--- config.mk ---
export PLATFORM = sky130hd
export DESIGN_NAME = slcan_command_interpreter
export DESIGN_NICKNAME = d
export VERILOG_FILES = /design/src/hdl/slcan_pkg.sv /design/src/hdl/slcan_ctrl.sv /design/src/hdl/slcan_dp.sv /design/src/hdl/slcan_command_interpreter.sv
export SDC_FILE = /design/constraint.sdc
export NUM_CORES = 1
export LEC_CHECK = 0
export ABC_AREA = 0
export BUFFER_PORTS_ARGS = -buffer_cell sky130_fd_sc_hd__clkbuf_2
export CAP_MARGIN = 15
export CORE_MARGIN = 8
export CORE_UTILIZATION = 35
export DETAILED_ROUTE_END_ITERATION = 7
export GPL_ROUTABILITY_DRIVEN = 0
export GPL_TIMING_DRIVEN = 0
export HOLD_SLACK_MARGIN = 0.15
export SYNTH_ARGS = -nofsm -noshare
export SYNTH_HDL_FRONTEND = slang
export SYNTH_SLANG_ARGS = --single-unit
--- constraint.sdc ---
create_clock -name clk_i -period 6 [get_ports clk_i]
set_input_delay 0 -clock clk_i [delete_from_list [all_inputs] [get_ports clk_i]]
set_output_delay 0 -clock clk_i [all_outputs]
set_load 0.01 [all_outputs]
--- src/hdl/slcan_pkg.sv ---
// Shared types, character codes and small helper functions for the serial CAN
// command interpreter. No dependencies; every other file of the block imports it.
`default_nettype none
package slcan_pkg;

  // Input item codes.
  localparam logic [1:0] CMD_HOST  = 2'd0;
  localparam logic [1:0] CMD_FRAME = 2'd1;
  localparam logic [1:0] CMD_TICK  = 2'd2;

  // Result kinds.
  localparam logic [2:0] KIND_BYTE = 3'd0;
  localparam logic [2:0] KIND_TX   = 3'd1;
  localparam logic [2:0] KIND_RATE = 3'd2;
  localparam logic [2:0] KIND_BAUD = 3'd3;
  localparam logic [2:0] KIND_MON  = 3'd4;

  // Reply text that follows the optional request of a job.
  localparam logic [2:0] TXT_NONE  = 3'd0;
  localparam logic [2:0] TXT_BELL  = 3'd1;
  localparam logic [2:0] TXT_CR    = 3'd2;
  localparam logic [2:0] TXT_ZCR   = 3'd3;
  localparam logic [2:0] TXT_FSTAT = 3'd4;
  localparam logic [2:0] TXT_VER   = 3'd5;
  localparam logic [2:0] TXT_SER   = 3'd6;
  localparam logic [2:0] TXT_FRAME = 3'd7;

  localparam logic [7:0] CH_CR    = 8'h0D;
  localparam logic [7:0] CH_BELL  = 8'h07;
  localparam logic [7:0] CH_ZERO  = 8'h30;
  localparam logic [7:0] CH_ONE   = 8'h31;
  localparam logic [7:0] CH_SIX   = 8'h36;
  localparam logic [7:0] CH_EIGHT = 8'h38;
  localparam logic [7:0] CH_S     = 8'h53;
  localparam logic [7:0] CH_O     = 8'h4F;
  localparam logic [7:0] CH_L     = 8'h4C;
  localparam logic [7:0] CH_C     = 8'h43;
  localparam logic [7:0] CH_LT    = 8'h74;
  localparam logic [7:0] CH_UT    = 8'h54;
  localparam logic [7:0] CH_LR    = 8'h72;
  localparam logic [7:0] CH_UR    = 8'h52;
  localparam logic [7:0] CH_X     = 8'h58;
  localparam logic [7:0] CH_Z     = 8'h5A;
  localparam logic [7:0] CH_LZ    = 8'h7A;
  localparam logic [7:0] CH_U     = 8'h55;
  localparam logic [7:0] CH_F     = 8'h46;
  localparam logic [7:0] CH_V     = 8'h56;
  localparam logic [7:0] CH_N     = 8'h4E;

  localparam logic [28:0] STD_ID_LIMIT = 29'h800;
  localparam logic [3:0]  MAX_DLC      = 4'd8;

  typedef struct packed {
    logic       take;
    logic       load;
    logic [5:0] step;
  } dp_cmd_t;

  typedef struct packed {
    logic [5:0] total;
  } dp_stat_t;

  typedef struct packed {
    logic [2:0]  kind;
    logic [7:0]  reply_byte;
    logic        last;
    logic [31:0] tx_id;
    logic        tx_extended;
    logic        tx_remote;
    logic [3:0]  tx_len;
    logic [63:0] tx_data;
    logic [3:0]  rate_code;
    logic        monitor_on;
  } res_t;

  function automatic logic [7:0] hex_char(input logic [3:0] n);
    return (n < 4'd10) ? (8'h30 + {4'd0, n}) : (8'h37 + {4'd0, n});
  endfunction

  // Bit 4 set when the character is a hex digit, nibble value below it.
  function automatic logic [4:0] hex_val(input logic [7:0] c);
    logic [4:0] r;
    r = 5'd0;
    if (c >= 8'h30 && c <= 8'h39) r = {1'b1, 4'(c - 8'h30)};
    else if (c >= 8'h41 && c <= 8'h46) r = {1'b1, 4'(c - 8'h37)};
    else if (c >= 8'h61 && c <= 8'h66) r = {1'b1, 4'(c - 8'h57)};
    return r;
  endfunction

  function automatic logic [7:0] ver_char(input logic [2:0] i);
    logic [7:0] r;
    case (i)
      3'd0: r = CH_V;
      3'd1: r = 8'h31;
      3'd2: r = 8'h32;
      3'd3: r = 8'h32;
      3'd4: r = 8'h30;
      default: r = CH_CR;
    endcase
    return r;
  endfunction

  function automatic logic [7:0] ser_char(input logic [2:0] i);
    logic [7:0] r;
    case (i)
      3'd0: r = CH_N;
      3'd1: r = 8'h41;
      3'd2: r = 8'h31;
      3'd3: r = 8'h32;
      3'd4: r = 8'h33;
      default: r = CH_CR;
    endcase
    return r;
  endfunction

endpackage
`default_nettype wire

--- src/hdl/slcan_ctrl.sv ---
// Sequencer of the command interpreter: accepts items and steps through the
// results of each one. Depends on slcan_pkg.
`default_nettype none
module slcan_ctrl (
  input  logic               clk_i,
  input  logic               rst_ni,
  input  logic               in_valid_i,
  output logic               in_stall_o,
  output logic               out_valid_o,
  input  logic               out_stall_i,
  output slcan_pkg::dp_cmd_t cmd_o,
  input  slcan_pkg::dp_stat_t stat_i
);
  import slcan_pkg::*;

  localparam logic ST_IDLE = 1'b0;
  localparam logic ST_RUN  = 1'b1;

  logic       state_q, state_d;
  logic [5:0] step_q, step_d;
  logic       out_valid_q, out_valid_d;
  logic       slot_free, more, load, take;

  always_comb begin
    slot_free = !out_valid_q || !out_stall_i;
    more      = step_q != stat_i.total;
    load      = (state_q == ST_RUN) && more && slot_free;
    take      = (state_q == ST_IDLE) && in_valid_i;
    state_d   = state_q;
    step_d    = step_q;
    case (state_q)
      ST_IDLE: begin
        if (take) begin
          state_d = ST_RUN;
          step_d  = 6'd0;
        end
      end
      ST_RUN: begin
        if (!more) state_d = ST_IDLE;
        else if (load) step_d = step_q + 6'd1;
      end
      default: state_d = ST_IDLE;
    endcase
    out_valid_d = load ? 1'b1 : (out_stall_i ? out_valid_q : 1'b0);
  end

  always_ff @(posedge clk_i or negedge rst_ni) begin
    if (!rst_ni) begin
      state_q     <= ST_IDLE;
      step_q      <= 6'd0;
      out_valid_q <= 1'b0;
    end else begin
      state_q     <= state_d;
      step_q      <= step_d;
      out_valid_q <= out_valid_d;
    end
  end

  assign in_stall_o  = state_q == ST_RUN;
  assign out_valid_o = out_valid_q;
  assign cmd_o.take  = take;
  assign cmd_o.load  = load;
  assign cmd_o.step  = step_q;

endmodule
`default_nettype wire

--- src/hdl/slcan_dp.sv ---
// Datapath of the command interpreter: line parser, mode flags, timestamp,
// job registers, result formatter and output register. Depends on slcan_pkg.
`default_nettype none
module slcan_dp #(
  parameter int LINE_MAX      = 32,
  parameter int STAMP_WRAP_MS = 60000
) (
  input  logic                clk_i,
  input  logic                rst_ni,
  input  slcan_pkg::dp_cmd_t  cmd_i,
  input  logic [1:0]          cmd_in_i,
  input  logic [7:0]          host_byte_i,
  input  logic [7:0]          bus_status_i,
  input  logic [28:0]         rx_id_i,
  input  logic [3:0]          rx_len_i,
  input  logic [63:0]         rx_data_i,
  output slcan_pkg::dp_stat_t stat_o,
  output slcan_pkg::res_t     res_o
);
  import slcan_pkg::*;

  localparam int CW = $clog2(LINE_MAX + 1);

  // Line parse state. The line is decoded as it arrives, so only the first
  // three characters, the identifier, length and data fields are kept.
  logic [CW-1:0] cnt_q;
  logic          ovf_q;
  logic [7:0]    c0_q, c1_q, c2_q;
  logic [31:0]   id_q;
  logic [3:0]    len_q;
  logic [63:0]   data_q;
  logic          allhex_q;

  logic brset_q, open_q, listen_q, apoll_q, st_on_q;
  logic brset_d, open_d, listen_d, apoll_d, st_on_d;
  logic [15:0] stamp_q, stamp_d;

  // Job registers: what the current item answers.
  logic        job_req_q, job_req_d;
  logic [2:0]  job_kind_q, job_kind_d;
  logic [2:0]  job_txt_q, job_txt_d;
  logic [31:0] job_id_q, job_id_d;
  logic        job_ext_q, job_ext_d;
  logic        job_rem_q, job_rem_d;
  logic [3:0]  job_len_q, job_len_d;
  logic [63:0] job_data_q, job_data_d;
  logic [3:0]  job_rate_q, job_rate_d;
  logic        job_mon_q, job_mon_d;
  logic [15:0] job_stamp_q, job_stamp_d;
  logic        job_st_on_q, job_st_on_d;
  logic [7:0]  job_status_q, job_status_d;

  res_t out_q, res;

  logic [6:0]  pos, lenpos, dofs, endpos, n7;
  logic [3:0]  idn;
  logic [4:0]  hv;
  logic        ext_l, rem_l, store;
  logic [16:0] inc;

  always_comb begin
    pos    = 7'(cnt_q);
    n7     = 7'(cnt_q);
    ext_l  = (c0_q == CH_UT) || (c0_q == CH_UR);
    rem_l  = (c0_q == CH_LR) || (c0_q == CH_UR);
    idn    = ext_l ? 4'd8 : 4'd3;
    lenpos = ext_l ? 7'd9 : 7'd4;
    dofs   = pos - lenpos - 7'd1;
    endpos = lenpos + 7'd1 + (rem_l ? 7'd0 : {2'b00, len_q, 1'b0});
    hv     = hex_val(host_byte_i);
    store  = cmd_i.take && (cmd_in_i == CMD_HOST) && (host_byte_i != CH_CR) &&
             (cnt_q < CW'(LINE_MAX));
    inc    = {1'b0, stamp_q} + 17'd1;
  end

  always_ff @(posedge clk_i) begin
    if (store) begin
      if (pos == 7'd0) begin
        c0_q     <= host_byte_i;
        id_q     <= 32'd0;
        data_q   <= 64'd0;
        allhex_q <= 1'b1;
      end else begin
        if (!hv[4]) allhex_q <= 1'b0;
        if (pos <= {3'd0, idn}) id_q <= {id_q[27:0], hv[3:0]};
        if (pos == lenpos) len_q <= hv[3:0];
        if (pos > lenpos && dofs < 7'd16) begin
          data_q[{dofs[3:1], ~dofs[0], 2'b00} +: 4] <= hv[3:0];
        end
      end
      if (pos == 7'd1) c1_q <= host_byte_i;
      if (pos == 7'd2) c2_q <= host_byte_i;
    end
  end

  // Decode of the accepted item: flag updates and the job it leaves.
  always_comb begin
    brset_d = brset_q;
    open_d  = open_q;
    listen_d = listen_q;
    apoll_d = apoll_q;
    st_on_d = st_on_q;
    stamp_d = stamp_q;
    job_req_d    = 1'b0;
    job_kind_d   = KIND_BYTE;
    job_txt_d    = TXT_NONE;
    job_id_d     = id_q;
    job_ext_d    = ext_l;
    job_rem_d    = rem_l;
    job_len_d    = len_q;
    job_data_d   = data_q;
    job_rate_d   = 4'd0;
    job_mon_d    = 1'b0;
    job_stamp_d  = stamp_q;
    job_st_on_d  = st_on_q;
    job_status_d = bus_status_i;
    case (cmd_in_i)
      CMD_HOST: begin
        if (host_byte_i == CH_CR) begin
          job_txt_d = TXT_BELL;
          if (!ovf_q && n7 != 7'd0) begin
            case (c0_q)
              CH_S: begin
                if (n7 == 7'd2 && c1_q >= CH_ZERO && c1_q <= CH_EIGHT) begin
                  job_req_d  = 1'b1;
                  job_kind_d = KIND_RATE;
                  job_rate_d = 4'(c1_q - CH_ZERO);
                  brset_d    = 1'b1;
                  job_txt_d  = TXT_CR;
                end
              end
              CH_O, CH_L: begin
                if (n7 == 7'd1 && !open_q && brset_q) begin
                  if (c0_q == CH_L) begin
                    job_req_d  = 1'b1;
                    job_kind_d = KIND_MON;
                    job_mon_d  = 1'b1;
                    listen_d   = 1'b1;
                  end
                  open_d    = 1'b1;
                  apoll_d   = 1'b1;
                  job_txt_d = TXT_CR;
                end
              end
              CH_C: begin
                if (n7 == 7'd1 && open_q) begin
                  if (listen_q) begin
                    job_req_d  = 1'b1;
                    job_kind_d = KIND_MON;
                  end
                  listen_d  = 1'b0;
                  open_d    = 1'b0;
                  job_txt_d = TXT_CR;
                end
              end
              CH_LT, CH_UT, CH_LR, CH_UR: begin
                if (allhex_q && len_q <= MAX_DLC && n7 == endpos && open_q && !listen_q) begin
                  job_req_d  = 1'b1;
                  job_kind_d = KIND_TX;
                  job_txt_d  = apoll_q ? TXT_ZCR : TXT_CR;
                end
              end
              CH_X: begin
                if (n7 == 7'd2 && !open_q) begin
                  if (c1_q == CH_ZERO) apoll_d = 1'b0;
                  else if (c1_q == CH_ONE) apoll_d = 1'b1;
                  job_txt_d = TXT_CR;
                end
              end
              CH_Z: begin
                if (n7 == 7'd2 && !open_q) begin
                  if (c1_q == CH_ZERO || c1_q == CH_ONE) begin
                    st_on_d = c1_q == CH_ONE;
                    stamp_d = 16'd0;
                  end
                  job_txt_d = TXT_CR;
                end
              end
              CH_U: begin
                if (n7 == 7'd2 && !open_q) begin
                  if (c1_q >= CH_ZERO && c1_q <= CH_SIX) begin
                    job_req_d  = 1'b1;
                    job_kind_d = KIND_BAUD;
                    job_rate_d = 4'(c1_q - CH_ZERO);
                  end
                  job_txt_d = TXT_CR;
                end
              end
              CH_F: if (n7 == 7'd1 && open_q) job_txt_d = TXT_FSTAT;
              CH_V: if (n7 == 7'd1) job_txt_d = TXT_VER;
              CH_N: if (n7 == 7'd1) job_txt_d = TXT_SER;
              default: job_txt_d = TXT_BELL;
            endcase
          end
        end
      end
      CMD_FRAME: begin
        if (apoll_q && open_q) begin
          job_txt_d  = TXT_FRAME;
          job_id_d   = {3'd0, rx_id_i};
          job_ext_d  = rx_id_i >= STD_ID_LIMIT;
          job_len_d  = (rx_len_i > MAX_DLC) ? MAX_DLC : rx_len_i;
          job_data_d = rx_data_i;
        end
      end
      CMD_TICK: begin
        if (st_on_q) stamp_d = (inc >= 17'(STAMP_WRAP_MS)) ? 16'd0 : inc[15:0];
      end
      default: job_txt_d = TXT_NONE;
    endcase
  end

  always_ff @(posedge clk_i or negedge rst_ni) begin
    if (!rst_ni) begin
      cnt_q    <= '0;
      ovf_q    <= 1'b0;
      brset_q  <= 1'b0;
      open_q   <= 1'b0;
      listen_q <= 1'b0;
      apoll_q  <= 1'b0;
      st_on_q  <= 1'b0;
      stamp_q  <= 16'd0;
      job_req_q <= 1'b0;
      job_txt_q <= TXT_NONE;
    end else if (cmd_i.take) begin
      if (cmd_in_i == CMD_HOST) begin
        if (host_byte_i == CH_CR) begin
          cnt_q <= '0;
          ovf_q <= 1'b0;
        end else if (store) begin
          cnt_q <= cnt_q + CW'(1);
        end else begin
          ovf_q <= 1'b1;
        end
      end
      brset_q   <= brset_d;
      open_q    <= open_d;
      listen_q  <= listen_d;
      apoll_q   <= apoll_d;
      st_on_q   <= st_on_d;
      stamp_q   <= stamp_d;
      job_req_q <= job_req_d;
      job_txt_q <= job_txt_d;
    end
  end

  always_ff @(posedge clk_i) begin
    if (cmd_i.take) begin
      job_kind_q   <= job_kind_d;
      job_id_q     <= job_id_d;
      job_ext_q    <= job_ext_d;
      job_rem_q    <= job_rem_d;
      job_len_q    <= job_len_d;
      job_data_q   <= job_data_d;
      job_rate_q   <= job_rate_d;
      job_mon_q    <= job_mon_d;
      job_stamp_q  <= job_stamp_d;
      job_st_on_q  <= job_st_on_d;
      job_status_q <= job_status_d;
    end
  end

  // Result formatter, one result per step.
  logic [5:0] nbytes, total, b, fd, dig_end, dat_end, stp_end, dj;
  logic [3:0] fnib;
  logic [2:0] nidx;
  logic [1:0] sidx;
  logic [7:0] rb;

  always_comb begin
    fd      = job_ext_q ? 6'd8 : 6'd3;
    dig_end = fd + 6'd1;
    dat_end = dig_end + 6'd1 + {1'b0, job_len_q, 1'b0};
    stp_end = dat_end + (job_st_on_q ? 6'd4 : 6'd0);
    case (job_txt_q)
      TXT_BELL, TXT_CR: nbytes = 6'd1;
      TXT_ZCR:          nbytes = 6'd2;
      TXT_FSTAT:        nbytes = 6'd4;
      TXT_VER, TXT_SER: nbytes = 6'd6;
      TXT_FRAME:        nbytes = stp_end + 6'd1;
      default:          nbytes = 6'd0;
    endcase
    total = nbytes + {5'd0, job_req_q};
    b     = cmd_i.step - {5'd0, job_req_q};
    nidx  = 3'(fd - b);
    fnib  = 4'd0;
    sidx  = 2'(b - dat_end);
    // Offset of the current data digit; two digits per byte, high nibble first.
    dj    = b - dig_end - 6'd1;
    if (b == 6'd0) rb = job_ext_q ? CH_UT : CH_LT;
    else if (b <= fd) begin
      fnib = job_id_q[{nidx, 2'b00} +: 4];
      rb   = hex_char(fnib);
    end else if (b == dig_end) rb = hex_char(job_len_q);
    else if (b < dat_end) begin
      fnib = job_data_q[{dj[3:1], ~dj[0], 2'b00} +: 4];
      rb   = hex_char(fnib);
    end else if (b < stp_end) begin
      fnib = job_stamp_q[{~sidx, 2'b00} +: 4];
      rb   = hex_char(fnib);
    end else rb = CH_CR;

    res = '0;
    res.last = cmd_i.step == (total - 6'd1);
    if (job_req_q && cmd_i.step == 6'd0) begin
      res.kind = job_kind_q;
      case (job_kind_q)
        KIND_TX: begin
          res.tx_id       = job_id_q;
          res.tx_extended = job_ext_q;
          res.tx_remote   = job_rem_q;
          res.tx_len      = job_len_q;
          res.tx_data     = job_data_q;
        end
        KIND_RATE, KIND_BAUD: res.rate_code = job_rate_q;
        KIND_MON: res.monitor_on = job_mon_q;
        default: res.kind = job_kind_q;
      endcase
    end else begin
      res.kind = KIND_BYTE;
      case (job_txt_q)
        TXT_BELL: res.reply_byte = CH_BELL;
        TXT_ZCR:  res.reply_byte = (b == 6'd0) ? CH_LZ : CH_CR;
        TXT_FSTAT: begin
          case (b)
            6'd0: res.reply_byte = CH_F;
            6'd1: res.reply_byte = hex_char(job_status_q[7:4]);
            6'd2: res.reply_byte = hex_char(job_status_q[3:0]);
            default: res.reply_byte = CH_CR;
          endcase
        end
        TXT_VER:   res.reply_byte = ver_char(3'(b));
        TXT_SER:   res.reply_byte = ser_char(3'(b));
        TXT_FRAME: res.reply_byte = rb;
        default:   res.reply_byte = CH_CR;
      endcase
    end
  end

  always_ff @(posedge clk_i) begin
    if (cmd_i.load) out_q <= res;
  end

  assign stat_o.total = total;
  assign res_o        = out_q;

endmodule
`default_nettype wire

--- src/hdl/slcan_command_interpreter.sv ---
// Top level of the serial-line CAN adapter command interpreter.
// Depends on slcan_pkg, slcan_ctrl and slcan_dp.
//
//   channel  direction  handshake                 payload
//   in       sink       in_valid_i / in_stall_o   cmd, host_byte, bus_status, rx_*
//   out      source     out_valid_o / out_stall_i kind, reply_byte, last, tx_*, ...
//
// An item is accepted in idle; the sequencer then steps through its result
// words, holding while the output is stalled, and returns to idle once its
// step counter reaches the result total that the datapath reports. Host bytes
// that only extend the line give no result words.
// Reset is asynchronous, active low, and clears the line, flags and timestamp.
// A stalled output holds its word; input is stalled while results are emitted.
`default_nettype none
module slcan_command_interpreter #(
  parameter int LINE_MAX      = 32,
  parameter int STAMP_WRAP_MS = 60000
) (
  input  logic        clk_i,
  input  logic        rst_ni,
  input  logic        in_valid_i,
  output logic        in_stall_o,
  input  logic [1:0]  cmd_i,
  input  logic [7:0]  host_byte_i,
  input  logic [7:0]  bus_status_i,
  input  logic [28:0] rx_id_i,
  input  logic [3:0]  rx_len_i,
  input  logic [63:0] rx_data_i,
  output logic        out_valid_o,
  input  logic        out_stall_i,
  output logic [2:0]  kind_o,
  output logic [7:0]  reply_byte_o,
  output logic        last_o,
  output logic [31:0] tx_id_o,
  output logic        tx_extended_o,
  output logic        tx_remote_o,
  output logic [3:0]  tx_len_o,
  output logic [63:0] tx_data_o,
  output logic [3:0]  rate_code_o,
  output logic        monitor_on_o
);
  import slcan_pkg::*;

  dp_cmd_t  dp_cmd;
  dp_stat_t dp_stat;
  res_t     res;

  slcan_ctrl u_ctrl (
    .clk_i       (clk_i),
    .rst_ni      (rst_ni),
    .in_valid_i  (in_valid_i),
    .in_stall_o  (in_stall_o),
    .out_valid_o (out_valid_o),
    .out_stall_i (out_stall_i),
    .cmd_o       (dp_cmd),
    .stat_i      (dp_stat)
  );

  slcan_dp #(
    .LINE_MAX      (LINE_MAX),
    .STAMP_WRAP_MS (STAMP_WRAP_MS)
  ) u_dp (
    .clk_i        (clk_i),
    .rst_ni       (rst_ni),
    .cmd_i        (dp_cmd),
    .cmd_in_i     (cmd_i),
    .host_byte_i  (host_byte_i),
    .bus_status_i (bus_status_i),
    .rx_id_i      (rx_id_i),
    .rx_len_i     (rx_len_i),
    .rx_data_i    (rx_data_i),
    .stat_o       (dp_stat),
    .res_o        (res)
  );

  assign kind_o        = res.kind;
  assign reply_byte_o  = res.reply_byte;
  assign last_o        = res.last;
  assign tx_id_o       = res.tx_id;
  assign tx_extended_o = res.tx_extended;
  assign tx_remote_o   = res.tx_remote;
  assign tx_len_o      = res.tx_len;
  assign tx_data_o     = res.tx_data;
  assign rate_code_o   = res.rate_code;
  assign monitor_on_o  = res.monitor_on;

endmodule
`default_nettype wire

==> out/summary.md <==
In this run the count of I/O pins placed on the die edge is 240. The CTS H-tree depth was 2; the height of the die was 266 um. The placement row count was 91; the area share of xor/xnor cells in the synthesized design was 0.0222. The cell with the largest stage delay on the worst path was sky130_fd_sc_hd__or4_1. From left edge to right edge, the die measures 266 um. After floorplanning, the core was sized to cover 61800 um2.

The switching share of total power was 0.383; the count of cells along the worst register-to-register path was 16. The tools report the max-slew headroom at the worst pin as 0.202. The stage delay of the slowest cell on the critical path works out to 0.56 ns. The worst hold slack was 0.230 ns. The tools report the number of nets in the layout as 2625. For the number of max-slew violations in the final report, the log shows 0. The cell count after synthesis came out at 2020.

The logs give 17.6k for the via count of the first global-routing pass and 3320 for the final cell count without fillers. Overall power consumption after layout is estimated at 12.4 mW. By area, the combinational part of the netlist is dominated by simple AND/OR/NAND/NOR gates.

The initial core utilization is 0.354. The run finished with clean final reports. At the worst endpoint, the arrival time is 5.93 ns. The tools report the critical path launch point as u_dp.job_ext_q. Dividing total power by cell area gives a power density of 455 nW/um2.

The first detailed-routing pass took 5 iterations. For hold timing, the worst endpoint is u_dp.job_data_q[6]. The floorplan step defined a die boundary enclosing 70800 um2. The run gives 0.175 ns as the setup slack after placement. During synthesis, Yosys emitted a total of 0 warnings.

The proportion of synthesized flip-flops having asynchronous set or reset is 0.0976. After layout, the worst setup slack is 0.362 ns. The endpoint of the lowest-slack register-to-register path is u_dp.res_o[3]. The tools report the kind of end point of the critical path as a flip-flop. The internal portion of the total power is 7.63 mW.

The longest clock path from root to sink contains 3 buffers. The analysis attributes to net switching a power of 4.74 mW. Walking the worst path, the cells encountered are buf_6, inv_1, ha_1, and3_1, or3_1, and2_1, ha_1, inv_1, xnor2_1, nand2_1, or4_1, a22oi_1, o211ai_4, nand3_4, clkinvlp_4, buf_12.

The met3 capacity usage during global routing was 0.0300; the cell area after technology mapping was 21900 um2. After global routing, the most crowded layer is met2. The part of the power in the clock network is 0.236. The startpoint of the most critical hold path is rx_data_i[6].

At the pin with the least slew margin, the transition time is 1.20 ns. The maximum fanout along the worst path is 42, and the peak ir drop on the vdd network is 0.000212 V. For this run, design rule violations remaining after detail routing come to 0. The post-synthesis share of cell area spent on full adders, half adders and majority gates is 0.0371, and the post-synthesis net count is 2202. The synthesized-area fraction occupied by ao, oa, aoi and oai cells is 0.0860. The highest clock frequency the design can meet came out at 177 MHz.

In this run, CTS created clock tree buffers numbering 46. Entering global routing, the biggest net connects 74 pins. Worst clock skew: 0.0268 ns.

The tools report the startpoint kind of the worst setup timing path as a flip-flop. The final setup violation count is 0, and the number of logic stages on the critical path including buffering is 16. The wire length of the first global-routing pass is 103000 um, and the layout cell share with drive strength beyond 1 is 0.161. In the final routed layout, each cell accounts on average for 20.6 um.

The most used flip-flop cell after synthesis is sky130_fd_sc_hd__edfxtp_1. The tools report the global-route track usage on met2 as 0.314. Together, buffers and inverters on the worst path number 5. For the number of library cell types mapped by synthesis, the log shows 96. The final critical-path share of the clock period is 0.940.

For this block, the via count after detailed routing is 17.6k. TritonCTS built the clock tree. Setup repair after global routing left no endpoint under its margin.

The share of synthesized area spent on multiplexers came out at 0.0639. The worst register-to-register path has a setup slack of 0.36 ns. Summed over all nets, the half-perimeter wirelength after detailed placement is 51200 um.

The post-synthesis sequential area ratio is 0.553. The clock insertion delay at the later pin of the skew report was 0.59 ns; the starting DRC count in detailed routing was 1694. The simple-gate share of the synthesized area was 0.207.

Dividing the synthesized area by the synthesized cell count gives 10.8 um2. The proportion of power drawn by flip-flops and latches came out at 0.349. Yosys mapped a number of flops with a built-in enable equal to 370. The tools report the startpoint of the worst-slack reg-to-reg timing path as u_dp.job_ext_q. The path category of the worst min-delay check was in2reg.

In this run the static leakage power is 11.0 nW. The tool flagged a number of max-cap violations equal to 0. The growth of design area from synthesis to finish is 24.2%, and the final global-route overflow total is 0.

The dominant delay contributor by cell family on the critical path is simple AND/OR/NAND/NOR gates. Counting I/O delays and the setup requirement, the final critical path takes 5.64 ns. The tools report the initial antenna violation count as 3.

The count of final hold-check violations was 0. Using the TritonRoute via totals, the vias-per-cell ratio works out to 5.29. For the met1 track demand over resource, the log shows 0.244. Kind of critical path: reg2reg. Buffers placed on the I/O ports in this run total 238.

In this run the remaining antenna-violating nets after routing total 0. At the worst endpoint, the required time is 6.29 ns. The tools report the instance count after placement with tap cells included as 3102.

Counting every sink on the clock net gives 410. Count of cells along the worst hold path: 4. The relative contribution of combinational cells to total power is 0.415. Summed over all layers, the routed wires come to 68400 um. The overall routing resource usage came out at 0.186.

CTS placed an instance of sky130_fd_sc_hd__clkbuf_16 at the clock tree root. The clock slew at the register clock pins of the worst setup and hold paths came out at 0.06 ns. The post-synthesis sequential element count is 410.
-- worst register-to-register path: stages, from the launching register on --
cell and delay, ns:
sky130_fd_sc_hd__edfxtp_1 0.52, sky130_fd_sc_hd__buf_6 0.21, sky130_fd_sc_hd__inv_1 0.35, sky130_fd_sc_hd__ha_1 0.37, sky130_fd_sc_hd__and3_1 0.21, sky130_fd_sc_hd__or3_1 0.38, sky130_fd_sc_hd__and2_1 0.19, sky130_fd_sc_hd__ha_1 0.32
sky130_fd_sc_hd__inv_1 0.08, sky130_fd_sc_hd__xnor2_1 0.31, sky130_fd_sc_hd__nand2_1 0.21, sky130_fd_sc_hd__or4_1 0.56, sky130_fd_sc_hd__a22oi_1 0.33, sky130_fd_sc_hd__o211ai_4 0.17, sky130_fd_sc_hd__nand3_4 0.19, sky130_fd_sc_hd__clkinvlp_4 0.51
sky130_fd_sc_hd__buf_12 0.40
-- cell usage in the layout, fill, tap and decap left out, types with 12 or more instances in the layout --
| master | count |
|---|---|
| sky130_fd_sc_hd__ha_1 | 61 |
| sky130_fd_sc_hd__clkbuf_2 | 239 |
| sky130_fd_sc_hd__xnor2_1 | 27 |
| sky130_fd_sc_hd__nand4_1 | 18 |
| sky130_fd_sc_hd__mux4_2 | 30 |
| sky130_fd_sc_hd__nor3_1 | 28 |
| sky130_fd_sc_hd__a21o_1 | 12 |
| sky130_fd_sc_hd__a31oi_1 | 27 |
| sky130_fd_sc_hd__dfrtp_1 | 40 |
| sky130_fd_sc_hd__or4_1 | 12 |
| sky130_fd_sc_hd__clkbuf_16 | 49 |
| sky130_fd_sc_hd__o21ai_0 | 58 |
| sky130_fd_sc_hd__a21oi_1 | 67 |
| sky130_fd_sc_hd__nand2b_1 | 17 |
| sky130_fd_sc_hd__clkbuf_1 | 94 |
| sky130_fd_sc_hd__xor2_1 | 16 |
| sky130_fd_sc_hd__nand2_1 | 403 |
| sky130_fd_sc_hd__nor4_1 | 16 |
| sky130_fd_sc_hd__mux2i_1 | 66 |
| sky130_fd_sc_hd__and3_1 | 16 |
| sky130_fd_sc_hd__a211oi_1 | 15 |
| sky130_fd_sc_hd__nor2_1 | 162 |
| sky130_fd_sc_hd__and2_1 | 149 |
| sky130_fd_sc_hd__nor2b_1 | 19 |
| sky130_fd_sc_hd__edfxtp_1 | 370 |
| sky130_fd_sc_hd__dlygate4sd3_1 | 127 |
| sky130_fd_sc_hd__nand3_1 | 51 |
| sky130_fd_sc_hd__inv_1 | 60 |
-- logic make-up after synthesis --
logic type / Yosys count
DFF: 410
buffers and inverters: 169
adders and majority gates: 64
xor gates and xnor gates: 48
muxes: 101
and+or+nand+nor: 945
other: 1
AOI/OAI and AO/OA: 282
-- per-layer routing --
layer,routed length (um),part of all wire,up-vias
li1,-,-,8121
met2,32900,0.48,753
met1,28500,0.42,8544
met4,2110,0.031,0
met3,4900,0.072,134
met5,0,0,-
-- through the flow --
| stage | TNS, ns | instance area (um2) | util |
|---|---|---|---|
| CTS | 0 | 27200 | 0.439 |
| global route | 0 | 27200 | 0.440 |
| global placement | -210.50 | 24100 | 0.391 |
| floorplan | 0 | 21900 | - |
| detailed placement | 0 | 24300 | 0.393 |
| finish | 0 | 27200 | 0.440 |
-- area by class of cell --
cell class                 instances  area, um2
clock buffer                      58       1280
multi-input combinational       1441       9140
timing repair buffer             374       2630
fill                            5735      34600
clock inverter                    28        293
inverter                          65        253
antenna                            2       5.00
timing repair inverter             1       5.00
sequential                       410      12100
tap                              837       1050
buffer                           104        429
-- cells in the mapped netlist (4+ instances only) --
cell,count,area (um2)
sky130_fd_sc_hd__a211oi_1,15,113
sky130_fd_sc_hd__a21o_1,12,90.1
sky130_fd_sc_hd__a21oi_1,68,340
sky130_fd_sc_hd__a22o_1,5,43.8
sky130_fd_sc_hd__a22oi_1,9,67.6
sky130_fd_sc_hd__a31oi_1,27,169
sky130_fd_sc_hd__a41oi_1,7,61.3
sky130_fd_sc_hd__and2_1,149,932
sky130_fd_sc_hd__and3_1,16,100
sky130_fd_sc_hd__and4_1,6,52.6
sky130_fd_sc_hd__buf_2,10,50.1
sky130_fd_sc_hd__clkbuf_1,87,327
sky130_fd_sc_hd__dfrtp_1,40,1000
sky130_fd_sc_hd__edfxtp_1,370,11100
sky130_fd_sc_hd__ha_1,61,763
sky130_fd_sc_hd__inv_1,62,233
sky130_fd_sc_hd__mux2i_1,66,661
sky130_fd_sc_hd__mux4_2,30,676
sky130_fd_sc_hd__nand2_1,403,1510
sky130_fd_sc_hd__nand2b_1,17,106
sky130_fd_sc_hd__nand3_1,51,255
sky130_fd_sc_hd__nand3b_1,10,75.1
sky130_fd_sc_hd__nand4_1,18,113
sky130_fd_sc_hd__nor2_1,162,608
sky130_fd_sc_hd__nor2b_1,19,119
sky130_fd_sc_hd__nor3_1,28,140
sky130_fd_sc_hd__nor3b_1,6,45.0
sky130_fd_sc_hd__nor4_1,18,113
sky130_fd_sc_hd__o2111ai_1,5,43.8
sky130_fd_sc_hd__o211ai_1,4,30.0
sky130_fd_sc_hd__o21a_1,6,45.0
sky130_fd_sc_hd__o21ai_0,58,290
sky130_fd_sc_hd__o221ai_1,8,70.1
sky130_fd_sc_hd__o22ai_1,6,37.5
sky130_fd_sc_hd__o31ai_1,10,75.1
sky130_fd_sc_hd__or2_2,7,43.8
sky130_fd_sc_hd__or3_1,4,25.0
sky130_fd_sc_hd__or4_1,12,90.1
sky130_fd_sc_hd__xnor2_1,27,236
sky130_fd_sc_hd__xor2_1,16,140
-- state kept, by name, summed over array words and instances (netlist names), 3 cells and up --
register / count
u_dp.id_q: 32
u_dp.job_kind_q: 3
u_dp.data_q: 64
u_ctrl.step_q: 6
u_dp.job_stamp_d: 16
u_dp.c0_q: 8
u_dp.res_o: 118
u_dp.len_q: 4
u_dp.job_len_q: 4
u_dp.job_status_q: 8
u_dp.job_txt_q: 3
u_dp.job_stamp_q: 16
u_dp.job_id_q: 32
u_dp.job_rate_q: 4
u_dp.cnt_q: 6
u_dp.job_data_q: 64
u_dp.c1_q: 8
-- worst max path at each step --
stage and endpoint:
2_1_floorplan u_dp.res_o[0], 3_3_place_gp u_dp.res_o[39], 3_5_place_dp u_dp.res_o[42], 4_1_cts u_dp.res_o[86], 5_1_grt u_dp.res_o[75], 6_report u_dp.res_o[3]
-- timing repair --
action,in CTS,in global routing
gates resized for setup,0,0
hold buffers,126,1
buffers inserted,0,0
endpoints found under the setup margin,0,87
endpoints found under the hold margin,193,8
-- power by group through the flow --
stage | clock network, mW | logic, mW | registers, mW
after floorplan | 0 | 3.15 | 4.48
after global placement | 0 | 4.82 | 4.46
after detailed placement | 0 | 5.02 | 4.37
after CTS | 2.98 | 5.11 | 4.32
after global routing | 3.08 | 5.58 | 4.37
final | 2.92 | 5.14 | 4.31
Note: power is estimated with default switching activity, not from simulation.
